==> config.mk <==
export PLATFORM = sky130hd
export DESIGN_NAME = fan_duty_controller
export DESIGN_NICKNAME = d
export VERILOG_FILES = /design/src/rtl/fdc_pkg.sv /design/src/rtl/fan_duty_controller.sv /design/src/rtl/fdc_divider.sv /design/src/rtl/fdc_datapath.sv /design/src/rtl/fdc_ctrl.sv
export SDC_FILE = /design/constraint.sdc
export NUM_CORES = 1
export LEC_CHECK = 0
export BUFFER_PORTS_ARGS = -buffer_cell sky130_fd_sc_hd__buf_2
export CAP_MARGIN = 0
export CELL_PAD_IN_SITES_DETAIL_PLACEMENT = 1
export CELL_PAD_IN_SITES_GLOBAL_PLACEMENT = 1
export CORE_MARGIN = 5
export CORE_UTILIZATION = 45
export CTS_BUF_LIST = sky130_fd_sc_hd__clkbuf_8
export CTS_CLUSTER_SIZE = 20
export DETAILED_ROUTE_END_ITERATION = 12
export GPL_TIMING_DRIVEN = 0
export PLACE_DENSITY_LB_ADDON = 0.1
export SYNTH_ARGS = -nofsm -noshare
export SYNTH_HDL_FRONTEND = slang
export SYNTH_SLANG_ARGS = --single-unit
==> constraint.sdc <==
create_clock -name aclk -period 8.67 [get_ports aclk]
set_clock_uncertainty 0.15 [all_clocks]
set_input_delay 1.734 -clock aclk [delete_from_list [all_inputs] [get_ports aclk]]
set_output_delay 1.734 -clock aclk [all_outputs]
set_load 0.03 [all_outputs]
==> src/rtl/fdc_pkg.sv <==
// Shared types, constants and arithmetic helpers for the fan duty controller.
package fdc_pkg;

    localparam int TEMP_W  = 8;
    localparam int RAW_W   = 8;
    localparam int COUNT_W = 16;
    localparam int PCT_W   = 7;
    localparam int SPEED_W = 22;
    localparam int BYTE_W  = 8;
    localparam int S_DATA_W = 56;
    localparam int M_DATA_W = 64;
    localparam int STEP_W  = 5;

    localparam logic [SPEED_W-1:0] SPEED_NUM = 22'd2156220;
    localparam logic [STEP_W-1:0]  LAST_STEP = STEP_W'(SPEED_W - 1);
    localparam logic [PCT_W-1:0]   DUTY_MIN  = 7'd40;
    localparam logic [PCT_W-1:0]   DUTY_MAX  = 7'd100;
    localparam logic [PCT_W-1:0]   DUTY_NONE = 7'd0;
    localparam logic [27:0]        RECIP_100 = 28'd5243;

    localparam logic [TEMP_W-1:0] UP_TEMP [7] = '{8'd80, 8'd70, 8'd60, 8'd50, 8'd40, 8'd30, 8'd20};
    localparam logic [PCT_W-1:0]  UP_DUTY [7] = '{7'd100, 7'd90, 7'd80, 7'd70, 7'd60, 7'd50, 7'd40};
    localparam logic [TEMP_W-1:0] DN_TEMP [6] = '{8'd15, 8'd25, 8'd35, 8'd45, 8'd55, 8'd65};
    localparam logic [PCT_W-1:0]  DN_DUTY [6] = '{7'd40, 7'd50, 7'd60, 7'd70, 7'd80, 7'd90};

    typedef struct packed {
        logic load;
        logic pct_en;
        logic decide_en;
        logic conv_en;
        logic out_load;
    } fdc_cmd_t;

    typedef struct packed {
        logic div_done;
    } fdc_sts_t;

    // Duty byte to percent: raw*100/255 through the reciprocal identity for 255.
    function automatic logic [PCT_W-1:0] pct_of(input logic [RAW_W-1:0] raw);
        logic [14:0] x;
        logic [14:0] sum;
        x   = {7'd0, raw} * 15'd100;
        sum = x + (x >> 8) + 15'd1;
        return sum[14:8];
    endfunction

    // Percent to duty byte: duty*255/100 through a multiply by the reciprocal of 100.
    function automatic logic [BYTE_W-1:0] duty_to_byte(input logic [PCT_W-1:0] duty);
        logic [14:0] x;
        logic [27:0] prod;
        x    = {8'd0, duty} * 15'd255;
        prod = {13'd0, x} * RECIP_100;
        return prod[26:19];
    endfunction

    // Stepped curve: the first matching rising step wins, then the first falling step.
    function automatic logic [PCT_W-1:0] curve_target(input logic [TEMP_W-1:0] temp,
                                                      input logic [PCT_W-1:0] pct);
        logic [PCT_W-1:0] result;
        result = DUTY_NONE;
        for (int i = 5; i >= 0; i--) begin
            if (temp <= DN_TEMP[i] && pct > DN_DUTY[i]) begin
                result = DN_DUTY[i];
            end
        end
        for (int i = 6; i >= 0; i--) begin
            if (temp >= UP_TEMP[i] && pct < UP_DUTY[i]) begin
                result = UP_DUTY[i];
            end
        end
        return result;
    endfunction

endpackage

==> src/rtl/fan_duty_controller.sv <==
// Top level of the fan duty controller: stream ports, configuration port and submodules.
// Each accepted snapshot yields one result beat. A new snapshot is accepted only after the
// previous one has been loaded into the output register. The two fan speeds come from a
// pair of restoring dividers that produce one quotient bit per cycle. The duty percent,
// curve decision and duty byte are worked out in the PCT, DECIDE and CONV states alongside
// them, and the WAIT state loads the output register once both dividers are done and the
// output register is free. A finished result waits in the output register while the next
// snapshot is already being worked on. The manual duty register may be written only while
// no snapshot is in progress; any write also clears the last automatic duty.
module fan_duty_controller (
    input  logic                          aclk,
    input  logic                          aresetn,
    input  logic                          cfg_we,
    input  logic [fdc_pkg::PCT_W-1:0]     cfg_wdata,    // manual_duty
    input  logic                          s_tvalid,
    output logic                          s_tready,
    // core_temp[7:0], gfx_temp[15:8], duty_raw[23:16], fan1_count[39:24], fan2_count[55:40]
    input  logic [fdc_pkg::S_DATA_W-1:0]  s_tdata,
    output logic                          m_tvalid,
    input  logic                          m_tready,
    // duty_percent[6:0], fan1_speed[28:7], fan2_speed[50:29], write_value[58:51], zero fill
    output logic [fdc_pkg::M_DATA_W-1:0]  m_tdata,
    // write_enable[0]
    output logic                          m_tuser
);
    import fdc_pkg::*;

    fdc_cmd_t cmd;
    fdc_sts_t sts;

    fdc_ctrl u_ctrl (
        .aclk     (aclk),
        .aresetn  (aresetn),
        .s_tvalid (s_tvalid),
        .s_tready (s_tready),
        .m_tvalid (m_tvalid),
        .m_tready (m_tready),
        .sts      (sts),
        .cmd      (cmd)
    );

    fdc_datapath u_datapath (
        .aclk      (aclk),
        .aresetn   (aresetn),
        .cfg_we    (cfg_we),
        .cfg_wdata (cfg_wdata),
        .s_tdata   (s_tdata),
        .cmd       (cmd),
        .sts       (sts),
        .m_tdata   (m_tdata),
        .m_tuser   (m_tuser)
    );

endmodule

==> src/rtl/fdc_divider.sv <==
// Restoring divider that turns a tachometer count into a speed, one quotient bit per cycle.
module fdc_divider (
    input  logic                         aclk,
    input  logic                         aresetn,
    input  logic                         start,
    input  logic [fdc_pkg::COUNT_W-1:0]  divisor,
    output logic [fdc_pkg::SPEED_W-1:0]  quotient,
    output logic                         done
);
    import fdc_pkg::*;

    logic                busy_reg, busy_next;
    logic [STEP_W-1:0]   step_reg, step_next;
    logic [COUNT_W-1:0]  div_reg;
    logic [COUNT_W-1:0]  rem_reg;
    logic [SPEED_W-1:0]  quo_reg;
    logic                zero_reg;
    logic [COUNT_W:0]    rem_shift;
    logic [COUNT_W:0]    rem_diff;
    logic                fits;

    assign rem_shift = {rem_reg, SPEED_NUM[step_reg]};
    assign rem_diff  = rem_shift - {1'b0, div_reg};
    assign fits      = rem_shift >= {1'b0, div_reg};

    always_comb begin
        busy_next = busy_reg;
        step_next = step_reg;
        if (start) begin
            busy_next = 1'b1;
            step_next = LAST_STEP;
        end else if (busy_reg) begin
            if (step_reg == '0) begin
                busy_next = 1'b0;
            end else begin
                step_next = step_reg - STEP_W'(1);
            end
        end
    end

    always_ff @(posedge aclk) begin
        if (!aresetn) begin
            busy_reg <= 1'b0;
            step_reg <= '0;
        end else begin
            busy_reg <= busy_next;
            step_reg <= step_next;
        end
    end

    always_ff @(posedge aclk) begin
        if (start) begin
            div_reg  <= divisor;
            zero_reg <= (divisor == '0);
            rem_reg  <= '0;
            quo_reg  <= '0;
        end else if (busy_reg) begin
            rem_reg <= fits ? rem_diff[COUNT_W-1:0] : rem_shift[COUNT_W-1:0];
            quo_reg <= {quo_reg[SPEED_W-2:0], fits};
        end
    end

    assign quotient = zero_reg ? '0 : quo_reg;
    assign done     = !busy_reg;

endmodule

==> src/rtl/fdc_datapath.sv <==
// Datapath: input capture, percent conversion, duty decision, speed dividers and result register.
module fdc_datapath (
    input  logic                          aclk,
    input  logic                          aresetn,
    input  logic                          cfg_we,
    input  logic [fdc_pkg::PCT_W-1:0]     cfg_wdata,
    input  logic [fdc_pkg::S_DATA_W-1:0]  s_tdata,
    input  fdc_pkg::fdc_cmd_t             cmd,
    output fdc_pkg::fdc_sts_t             sts,
    output logic [fdc_pkg::M_DATA_W-1:0]  m_tdata,
    output logic                          m_tuser
);
    import fdc_pkg::*;

    logic [TEMP_W-1:0]  cpu_reg;
    logic [TEMP_W-1:0]  gpu_reg;
    logic [RAW_W-1:0]   raw_reg;
    logic [PCT_W-1:0]   pct_reg;
    logic               wen_reg;
    logic [PCT_W-1:0]   duty_sel_reg;
    logic [BYTE_W-1:0]  wval_reg;
    logic [PCT_W-1:0]   manual_reg, manual_next;
    logic [PCT_W-1:0]   last_auto_reg, last_auto_next;
    logic [PCT_W-1:0]   last_manual_reg, last_manual_next;
    logic               wen_next;
    logic [PCT_W-1:0]   duty_sel_next;
    logic [TEMP_W-1:0]  hot_temp;
    logic [PCT_W-1:0]   target;
    logic [SPEED_W-1:0] speed1, speed2;
    logic               done1, done2;
    logic [PCT_W-1:0]   out_pct_reg;
    logic [SPEED_W-1:0] out_speed1_reg, out_speed2_reg;
    logic [BYTE_W-1:0]  out_wval_reg;
    logic               out_wen_reg;

    fdc_divider u_div1 (
        .aclk     (aclk),
        .aresetn  (aresetn),
        .start    (cmd.load),
        .divisor  (s_tdata[39:24]),
        .quotient (speed1),
        .done     (done1)
    );

    fdc_divider u_div2 (
        .aclk     (aclk),
        .aresetn  (aresetn),
        .start    (cmd.load),
        .divisor  (s_tdata[55:40]),
        .quotient (speed2),
        .done     (done2)
    );

    assign sts.div_done = done1 && done2;

    assign hot_temp = (cpu_reg > gpu_reg) ? cpu_reg : gpu_reg;
    assign target   = curve_target(hot_temp, pct_reg);

    always_comb begin
        manual_next      = manual_reg;
        last_auto_next   = last_auto_reg;
        last_manual_next = last_manual_reg;
        wen_next         = 1'b0;
        duty_sel_next    = DUTY_NONE;
        if (cfg_we) begin
            manual_next    = cfg_wdata;
            last_auto_next = DUTY_NONE;
        end else if (cmd.decide_en) begin
            if (manual_reg != DUTY_NONE) begin
                duty_sel_next = manual_reg;
                if (manual_reg != last_manual_reg) begin
                    wen_next         = (manual_reg >= DUTY_MIN) && (manual_reg <= DUTY_MAX);
                    last_manual_next = manual_reg;
                end
            end else begin
                duty_sel_next = target;
                if (target != DUTY_NONE && target != last_auto_reg) begin
                    wen_next       = 1'b1;
                    last_auto_next = target;
                end
            end
        end
    end

    always_ff @(posedge aclk) begin
        if (!aresetn) begin
            manual_reg      <= '0;
            last_auto_reg   <= '0;
            last_manual_reg <= '0;
        end else begin
            manual_reg      <= manual_next;
            last_auto_reg   <= last_auto_next;
            last_manual_reg <= last_manual_next;
        end
    end

    always_ff @(posedge aclk) begin
        if (cmd.load) begin
            cpu_reg <= s_tdata[7:0];
            gpu_reg <= s_tdata[15:8];
            raw_reg <= s_tdata[23:16];
        end
        if (cmd.pct_en) begin
            pct_reg <= pct_of(raw_reg);
        end
        if (cmd.decide_en) begin
            wen_reg      <= wen_next;
            duty_sel_reg <= duty_sel_next;
        end
        if (cmd.conv_en) begin
            wval_reg <= wen_reg ? duty_to_byte(duty_sel_reg) : '0;
        end
        if (cmd.out_load) begin
            out_pct_reg    <= pct_reg;
            out_speed1_reg <= speed1;
            out_speed2_reg <= speed2;
            out_wval_reg   <= wval_reg;
            out_wen_reg    <= wen_reg;
        end
    end

    assign m_tdata = {5'd0, out_wval_reg, out_speed2_reg, out_speed1_reg, out_pct_reg};
    assign m_tuser = out_wen_reg;

endmodule

==> src/rtl/fdc_ctrl.sv <==
// Controller state machine that sequences one snapshot and owns both handshakes.
module fdc_ctrl (
    input  logic               aclk,
    input  logic               aresetn,
    input  logic               s_tvalid,
    output logic               s_tready,
    output logic               m_tvalid,
    input  logic               m_tready,
    input  fdc_pkg::fdc_sts_t  sts,
    output fdc_pkg::fdc_cmd_t  cmd
);
    import fdc_pkg::*;

    typedef enum logic [4:0] {
        ST_IDLE   = 5'b00001,
        ST_PCT    = 5'b00010,
        ST_DECIDE = 5'b00100,
        ST_CONV   = 5'b01000,
        ST_WAIT   = 5'b10000
    } state_t;

    state_t state_reg, state_next;
    logic   out_valid_reg, out_valid_next;
    logic   out_free;

    assign out_free = !out_valid_reg || m_tready;

    always_comb begin
        state_next    = state_reg;
        cmd           = '0;
        s_tready      = 1'b0;
        case (state_reg)
            ST_IDLE: begin
                s_tready = 1'b1;
                if (s_tvalid) begin
                    cmd.load   = 1'b1;
                    state_next = ST_PCT;
                end
            end
            ST_PCT: begin
                cmd.pct_en = 1'b1;
                state_next = ST_DECIDE;
            end
            ST_DECIDE: begin
                cmd.decide_en = 1'b1;
                state_next    = ST_CONV;
            end
            ST_CONV: begin
                cmd.conv_en = 1'b1;
                state_next  = ST_WAIT;
            end
            ST_WAIT: begin
                if (sts.div_done && out_free) begin
                    cmd.out_load = 1'b1;
                    state_next   = ST_IDLE;
                end
            end
            default: begin
                state_next = ST_IDLE;
            end
        endcase
    end

    always_comb begin
        out_valid_next = out_valid_reg;
        if (cmd.out_load) begin
            out_valid_next = 1'b1;
        end else if (m_tready) begin
            out_valid_next = 1'b0;
        end
    end

    always_ff @(posedge aclk) begin
        if (!aresetn) begin
            state_reg     <= ST_IDLE;
            out_valid_reg <= 1'b0;
        end else begin
            state_reg     <= state_next;
            out_valid_reg <= out_valid_next;
        end
    end

    assign m_tvalid = out_valid_reg;

    a_load_needs_quotients: assert property (@(posedge aclk) disable iff (!aresetn)
        cmd.out_load |-> sts.div_done)
        else $error("Result loaded before both speed divisions finished.");

    a_no_overwrite: assert property (@(posedge aclk) disable iff (!aresetn)
        cmd.out_load |-> (!out_valid_reg || m_tready))
        else $error("Result register overwritten while a beat is still waiting.");

    a_load_shows_beat: assert property (@(posedge aclk) disable iff (!aresetn)
        cmd.out_load |=> m_tvalid)
        else $error("Loaded result not presented on the output.");

    a_busy_after_accept: assert property (@(posedge aclk) disable iff (!aresetn)
        (s_tvalid && s_tready) |=> !s_tready)
        else $error("Second snapshot accepted while one is in progress.");

endmodule

==> After elaboration in Yosys (flattened, before gate mapping) <==
Memory sizes are Yosys's and may differ from the RTL's.
Cells that the tools add are included.
{ "word_totals": {"register_bits": 256, "mem_bits_ro": 64, "input_bits": 68, "output_inout_bits": 67, "mem_count": 2} }
{ "mem_list": {"columns": ["name", "depth", "width", "read_ports", "rd_clocked_by_memory_dff", "write_ports", "line_no", "source"], "rows": [
  ["(no name shown)", 32, 1, 1, 0, 0, "fdc_divider.sv:22", "assign rem_shift = {rem_reg, SPEED_NUM[step_reg]};"],
  ["(no name shown)", 32, 1, 1, 0, 0, "fdc_divider.sv:22", null]
]} }
{ "op_classes": {"n_addsub": 6, "multipliers": 3, "order_cmp": 33, "eq_ne": 11, "mux": 47, "n_bitwise": 5, "n_reduce_logical": 39} }
{ "op_table": {"columns": ["op", "count"], "rows": [
  ["2-to-1 mux 7 bit", 14],
  ["2-to-1 mux 5 bit", 8],
  [">= comparator 17 x 16 -> 1 bit", 2],
  ["zero test 16 bit", 2],
  ["2-to-1 mux 16 bit", 2],
  ["subtractor 16 bit", 2],
  ["less-than comparator 7 bit, second input constant", 4],
  ["multiplier 15 x 13 -> 27 bit, second input constant", 1],
  ["one-hot mux 5 bit (5 select lines)", 1],
  [">= comparator 8 x 6 -> 1 bit, second input constant", 3],
  ["less-or-equal comparator 8 x 6 -> 1 bit, second input constant", 3],
  ["> comparator 7 x 6 -> 1 bit, second input constant", 3],
  ["> comparator 7 bit, second input constant", 3],
  ["less-than comparator 7 x 6 -> 1 bit, second input constant", 3],
  ["2-to-1 mux 1 bit", 21],
  ["logical AND 1 bit", 17],
  [">= comparator 8 x 5 -> 1 bit, second input constant", 2],
  [">= comparator 8 x 7 -> 1 bit, second input constant", 2],
  ["adder 15 x 1 -> 15 bit, second input constant", 1],
  ["adder 15 x 7 -> 15 bit", 1],
  ["multiplier 7 x 8 -> 15 bit, second input constant", 1],
  ["!= test 7 bit", 2],
  ["nonzero test 7 bit", 2],
  ["multiplier 8 x 5 -> 13 bit, second input constant", 1],
  ["other kinds (25)", 43]
]} }

==> Longest topological paths before layout <==
Gate-level depths: netlist of run 1.
{ "logic_depth": {"depth_word": 21, "mapped_depth": 36} }

==> Modules after synthesis <==
From an unflattened synthesis of run 1, not the netlist that was laid out.
{ "hier_totals": {"hier_cells": 1888, "area_unflattened_um2": 19251.0} }
{ "by_module_without_submodules": {"columns": ["mod", "n_inst", "cells_each", "area_each_um2"], "rows": [
  ["fdc_datapath", 1, 1102, 11866.4],
  ["fdc_divider", 2, 375, 3524.6],
  ["fdc_ctrl", 1, 36, 335.3]
]} }

==> Least setup slack after synthesis of run 1 <==
No wires, ideal clock.
{ "synth_path": {"path_type": "register to register", "startpoint": "reg u_datapath.duty_sel_reg[4]", "endpoint": "reg u_datapath.wval_reg[7], data pin", "setup_ns": 0.254, "t_arrival_ns": 8.973, "t_required_ns": 8.266, "slack_ns": -0.708, "path_stages_with_launch": 34, "period_less_slack_ns": 9.378, "cell_sequence": "edfxtp_1 > fa_1 > inv_1 > fa_1 > inv_1 > fa_1 > inv_1 > fa_1 > inv_1 > ha_1 > a21o_1 > a31o_2 > a41oi_1 > nand2b_1 > xor2_1 > xor2_1 > ha_1 > a21o_1 > ha_1 > fa_1 > fa_1 > inv_1 > fa_1 > inv_1 > ha_1 > a2111oi_0 > o21ai_0 > a31o_2 > a31oi_1 > o21ai_0 > o41a_1 > a21oi_1 > xnor2_1 > nor2_1"} }
{ "synth_via": {"elab_chain_cells": 2} }
{ "synth_lines": {"columns": ["item", "line_no", "source"], "rows": [
  ["start, declared", "fdc_datapath.sv:20", "logic [PCT_W-1:0] duty_sel_reg;"],
  ["start signal, assigned", "fdc_datapath.sv:108", "duty_sel_reg <= duty_sel_next;"],
  ["multiplier 7 x 8 -> 15 bit", "fdc_pkg.sv:51", "x = {8'd0, duty} * 15'd255;"],
  ["multiplier 15 x 13 -> 27 bit", "fdc_pkg.sv:52", "prod = {13'd0, x} * RECIP_100;"],
  ["end signal, assigned", "fdc_datapath.sv:111", "wval_reg <= wen_reg ? duty_to_byte(duty_sel_reg) : '0;"],
  ["end, declared", "fdc_datapath.sv:21", "logic [BYTE_W-1:0] wval_reg;"]
]} }
Every way passes these cells.
A chain may end at the register's enable or synchronous reset.

==> Worst setup path after layout of run 1 <==
{ "layout_path": {"startpoint": "reg u_datapath.duty_sel_reg[2]", "endpoint": "reg u_datapath.wval_reg[7], data pin"} }
Same word-level chain as after synthesis.

==> results of run 1 <==
power by group through the flow:
| stage | combinational (mW) | clock, mW | sequential, mW |
|---|---|---|---|
| 2_1_floorplan | 1.68 | 0 | 1.44 |
| 3_3_place_gp | 2.17 | 0 | 1.47 |
| 3_5_place_dp | 2.25 | 0 | 1.47 |
| 4_1_cts | 2.41 | 1.19 | 1.44 |
| 5_1_grt | 2.90 | 1.25 | 1.45 |
| 6_report | 2.55 | 1.14 | 1.44 |
final timing paths:
path                                   start                    endpoint  slack (ps)
setup / recovery  u_datapath.duty_sel_reg[2]      u_datapath.wval_reg[7]        -300
hold / removal        u_datapath.wval_reg[4]  u_datapath.out_wval_reg[4]         260
setup reg to reg  u_datapath.duty_sel_reg[2]      u_datapath.wval_reg[7]        -300
hold reg to reg       u_datapath.wval_reg[4]  u_datapath.out_wval_reg[4]         260
layout make-up:
class                      count  area, µm²  area share
multi-input combinational   1281      11000       0.514
sequential                   255       6520       0.305
clock buffer                  52        716      0.0335
clock inverter                35        218      0.0102
timing repair buffer         162        941      0.0441
buffer                        60        369      0.0173
tap                          532        666      0.0312
inverter                     255        957      0.0448
per-layer routing:
layer	wire length, µm	vias to the layer above	share of wire	global-route usage
met5	27	-	0.00057	0
met4	1210	4	0.026	0.0657
met3	1690	93	0.036	0.0298
met2	23900	216	0.51	0.379
met1	20200	6903	0.43	0.261
li1	-	6854	-	-
kinds of logic (layout without fill, tap and decap cells):
logic type,after synthesis,in the layout,share of synthesized area
DFF,255,255,0.355
xor gates and xnor gates,81,81,0.0386
buffers and inverters,315,564,0.0720
AOI/OAI and AO/OA,365,365,0.131
muxes,69,69,0.0379
other,1,5,0.000204
adders and majority gates,297,297,0.236
and+or+nand+nor,464,464,0.129
synth_stat cells, types with 4 or more instances:
library cell | n | area (µm²)
a211o_1 | 4 | 35.0
a211oi_1 | 13 | 97.6
a21boi_0 | 11 | 82.6
a21o_1 | 25 | 188
a21oi_1 | 104 | 521
a31o_2 | 6 | 52.6
a31oi_1 | 16 | 100
and2_1 | 14 | 87.6
and3_1 | 17 | 106
and4_1 | 5 | 43.8
buf_2 | 5 | 25.0
buf_4 | 7 | 52.6
buf_6 | 5 | 56.3
clkbuf_1 | 36 | 135
clkbuf_8 | 7 | 96.3
dfxtp_1 | 114 | 2280
edfxtp_1 | 141 | 4230
fa_1 | 83 | 1660
ha_1 | 214 | 2680
inv_1 | 251 | 942
mux2_2 | 4 | 45.0
mux2i_1 | 65 | 651
nand2_1 | 88 | 330
nand2b_1 | 13 | 81.3
nand3_1 | 25 | 125
nand4_1 | 16 | 100
nor2_1 | 121 | 454
nor2b_1 | 72 | 450
nor3_1 | 37 | 185
nor4_1 | 20 | 125
o211a_1 | 4 | 40.0
o211ai_1 | 11 | 82.6
o21a_1 | 16 | 120
o21ai_0 | 81 | 405
o21ai_1 | 5 | 25.0
o21bai_1 | 11 | 82.6
o31a_1 | 5 | 43.8
o31ai_1 | 4 | 30.0
o32a_1 | 4 | 40.0
or2_2 | 4 | 25.0
or3_1 | 10 | 62.6
xnor2_1 | 50 | 438
xor2_1 | 31 | 272
per-stage QoR:
| step | instances | hold slack [ps] | power (mW) |
|---|---|---|---|
| floorplan | 1851 | 250 | 3.12 |
| global placement | 2511 | 251 | 3.64 |
| detailed placement | 2513 | 256 | 3.72 |
| CTS | 2623 | 263 | 5.04 |
| global route | 2632 | 282 | 5.60 |
| finish | 2632 | 262 | 5.14 |
what timing repair did:
action / CTS / global route
buffers inserted: 23 / 8
hold buffers: 0 / 0
endpoints found under the hold margin: 0 / 0
pin swaps: 27 / 31
setup endpoints to repair: 8 / 8
gates resized for setup: 29 / 33
==> results.json, run 1 <==
{
  "cp_slowest_cell": "fa_2",
  "ys_async_sr_fraction": 0,
  "rows": 74,
  "cap_violations": 0,
  "p_switching_mw": 2.04,
  "final_util": 0.527,
  "grt-ovfl-total": 0,
  "final_common_cell": "inv_1",
  "power.internal_mw": 3.10,
  "avgSynthCellArea_um2": 9.94,
  "start_util": 0.453,
  "p_comb_frac": 0.497,
  "hpwlAfterDp_um": 36800,
  "postSynth.topFlopCell": "edfxtp_1",
  "port_buffers": 128,
  "synth.yosys.seq_area_share": 0.355,
  "postPlaceCellArea_um2": 19800,
  "critPathMaxStageDelay_ps": 640,
  "clk_pin_slew_ps": 60,
  "r2r.worst_path.cells": 34,
  "max_slew_margin": 0.318,
  "hold_depth": 0,
  "drtIter0Drc": 374,
  "cp.depth": 34,
  "ys.warnings.count": 0,
  "grt_max_degree": 68,
  "final_antenna_net_count": 0,
  "start_kind": "register",
  "failed_checks": "negative setup slack",
  "final.setup.worst_slack_ps": -300,
  "end_kind": "register",
  "path_delay_family": "adder cells",
  "die_w_um": 212,
  "diodes": 0,
  "power_frac_seq": 0.281,
  "grt_pass1_wl_um": 77300,
  "setup_viol": 4,
  "status": "finished with violations",
  "cts-htree-levels": 2,
  "switching_share": 0.397,
  "via_per_inst": 5.35,
  "synth_area_um2": 18400,
  "ir_drop_v": 0.000162,
  "clkLatencyLatePin_ps": 610,
  "clock_path_buffers": 3,
  "cts_tree": "yes",
  "root_buffer": "clkbuf_8",
  "crit_buf_inv": 6,
  "cp.required_ps": 8870,
  "core_um2": 40600,
  "fillers": 4574,
  "fin_crit_sh": 1.03,
  "arrival_ps": 9170,
  "pre_cts_ws_ps": -1120,
  "fmaxAchievable_mhz": 111,
  "place.gp.congestion": 0.839,
  "cts_num_sinks": 255,
  "synth_cells": 1847,
  "grt_setup_unrepaired": "yes",
  "io-pin-count": 135,
  "wl_per_cell_um": 17.8,
  "first_pass_iters": 5,
  "hold_class": "register to register",
  "ys_types": 91,
  "power_density_nw_per_um2": 240,
  "grt_use_total": 0.210,
  "drc": 0,
  "slew_violations": 0,
  "most-common-layout-cells": "256 x inv_1, 202 x ha_1, 141 x edfxtp_1",
  "synth-edff-count": 141,
  "tightest_slew_ps": 1010,
  "path_class": "register to register",
  "numCtsBuffers": 47,
  "syn2layout_area_growth_pct": 16.3,
  "hold_viol": 0,
  "dieArea_um2": 44900,
  "path_max_fanout": 6,
  "crit_top_cell": "fa_1",
  "fp.dieH_um": 212,
  "via_count": 14100,
  "fin_setup_tns_ps": -816,
  "grt_pass1_vias": 15300,
  "layout.nets": 2427,
  "final_area_um2": 21400,
  "drt_wl_total_um": 47000,
  "clockPowerShare": 0.222,
  "drive_gt1_frac": 0.167,
  "leakage_nw": 9.61,
  "antenna_found_initial": 2,
  "synth-seq-cells": 255,
  "min_period_ps": 8970
}
No activity file was read; power rests on OpenSTA's default activity.
==> inputs of run 2 (changes only) <==
Settings changed: SYNTH_HIERARCHICAL set to 1.
==> run 2 against run 1 <==
The run still ends with negative setup slack left. Cell area increased by 3.7%. Register-to-register slack improved by 200 ps. Area after synthesis grew 4.9%. Highest routed layer unchanged.
==> results.json, run 2 <==
{
  "status": "finished with violations",
  "failed_checks": "negative setup slack",
  "fin_crit_sh": 1.01,
  "synth_largest_area_cell": "edfxtp_1",
  "grt-ovfl-total": 0,
  "syn2layout_area_growth_pct": 15.1,
  "hold_class": "register to register",
  "ys.warnings.count": 6,
  "via_per_inst": 5.45,
  "drive_gt1_frac": 0.187,
  "path_max_fanout": 4,
  "ys_types": 119,
  "final_common_cell": "inv_1",
  "io-pin-count": 135,
  "place.gp.congestion": 0.884,
  "arrival_ps": 8990,
  "drtIter0Drc": 574,
  "final.setup.worst_slack_ps": -99.8,
  "setup_viol": 6,
  "hpwlAfterDp_um": 38500,
  "layout.nets": 2468,
  "synth-edff-count": 141,
  "grt_pass1_vias": 15500,
  "crit_buf_inv": 6,
  "drc": 0,
  "synth_cells": 1888,
  "synth.yosys.seq_area_share": 0.338,
  "start_util": 0.457,
  "fillers": 4777,
  "numCtsBuffers": 47,
  "cts_num_sinks": 255,
  "yosysMostFrequentCell": "inv_1",
  "path_delay_family": "adder cells",
  "clkLatencyLatePin_ps": 610,
  "wl_per_cell_um": 18.6,
  "slew_violations": 0,
  "final_antenna_net_count": 0,
  "cp_slowest_cell": "fa_1",
  "synth-seq-cells": 255,
  "clock_path_buffers": 3,
  "postSynth.topFlopCell": "edfxtp_1",
  "final_util": 0.526,
  "first_pass_iters": 4,
  "grt_use_total": 0.210,
  "min_period_ps": 8770,
  "most-common-layout-cells": "254 x inv_1, 201 x ha_1, 141 x edfxtp_1",
  "drt_wl_total_um": 49900,
  "die_w_um": 217,
  "synth_area_um2": 19300,
  "cap_violations": 0,
  "seqCellArea_um2": 6520,
  "rows": 75,
  "hold_ws_ps": 269,
  "max_slew_margin": 0.376,
  "dieArea_um2": 47000,
  "hold_buffers": 0,
  "leakage_nw": 9.84,
  "ys_async_sr_fraction": 0,
  "port_buffers": 128,
  "grt_pass1_wl_um": 80900,
  "diodes": 0,
  "yosys-top-cells-count": "244 x inv_1, 212 x ha_1, 141 x edfxtp_1",
  "path_class": "register to register",
  "hold_viol": 0,
  "antenna_found_initial": 1,
  "yosysTopAreaCellShare": 0.220,
  "start_kind": "register",
  "grt_max_degree": 64,
  "avgSynthCellArea_um2": 10.2,
  "fmaxAchievable_mhz": 114,
  "multi_input_area_um2": 11800,
  "via_count": 14600,
  "r2r_slack_ps": -100,
  "fp.dieH_um": 217,
  "ir_drop_v": 0.000175,
  "end_kind": "register",
  "power_density_nw_per_um2": 244,
  "synth_area_leaders": "edfxtp_1 22%, ha_1 14%, dfxtp_1 12%, fa_1 9.0%, inv_1 4.8%",
  "tightest_slew_ps": 936,
  "critPathMaxStageDelay_ps": 550,
  "crit_top_cell": "fa_1",
  "root_buffer": "clkbuf_8",
  "cts_tree": "yes",
  "cts-htree-levels": 2,
  "core_um2": 42100,
  "cp.required_ps": 8890,
  "grt_setup_unrepaired": "yes",
  "clk_pin_slew_ps": 60
}
[run 2: worst paths after layout]
check	startpoint	endpoint	depth (start not counted)
setup / recovery	u_datapath/duty_sel_reg[1]	u_datapath/wval_reg[7]	31
hold / removal	u_datapath/wval_reg[0]	u_datapath/out_wval_reg[0]	0
setup reg to reg	u_datapath/duty_sel_reg[1]	u_datapath/wval_reg[7]	31
hold reg to reg	u_datapath/wval_reg[0]	u_datapath/out_wval_reg[0]	0
[run 2: routing by layer]
metal / global-route usage / vias to the layer above / wire length, µm
met5: 0 / - / 20
met4: 0.0579 / 2 / 1190
met3: 0.0281 / 76 / 1470
met2: 0.368 / 189 / 24600
met1: 0.273 / 7201 / 22600
li1: - / 7126 / -
[run 2: cell type report]
| cell class | instances | area share |
|---|---|---|
| Buffer | 73 | 0.0186 |
| Clock buffer | 53 | 0.0329 |
| Tap cell | 539 | 0.0304 |
| Timing Repair Buffer | 161 | 0.0403 |
| Clock inverter | 35 | 0.00847 |
| Inverter | 247 | 0.0420 |
| Sequential cell | 255 | 0.294 |
| Multi-Input combinational cell | 1316 | 0.533 |
[run 2: what timing repair did]
| action | CTS | global route |
|---|---|---|
| buffers inserted | 24 | 9 |
| setup endpoints to repair | 8 | 8 |
| gates resized for setup | 39 | 20 |
| pin swaps | 46 | 29 |
[run 2: kinds of logic after synthesis]
group / count (synthesis) / synth area share
simple gates: 484 / 0.134
compound gates: 378 / 0.155
buf+inv: 321 / 0.0697
fa+ha+maj: 299 / 0.228
flops: 255 / 0.338
xor+xnor: 82 / 0.0380
mux: 68 / 0.0368
other cells: 1 / 0.000195
[run 2: metrics by stage]
| stage | power (mW) | TNS [ps] | area (µm²) | cells | setup WS, ps |
|---|---|---|---|---|---|
| floorplan | 3.40 | 0 | 19300 | 1892 | 24.2 |
| global placement | 3.93 | -7780 | 20700 | 2559 | -1230 |
| detailed placement | 4.04 | -8280 | 20700 | 2559 | -1290 |
| CTS | 5.37 | -352 | 22000 | 2671 | -151 |
| global route | 5.89 | -2320 | 22200 | 2679 | -453 |
| finish | 5.40 | -198 | 22200 | 2679 | -99.8 |
[run 2: report_power, final]
group	switching, mW	total (mW)	internal (mW)	leakage (nW)
combinational	1.57	2.80	1.24	7.05
clock	0.530	1.12	0.592	0.546
sequential	0.0853	1.48	1.39	2.24
total	2.18	5.40	3.22	9.84
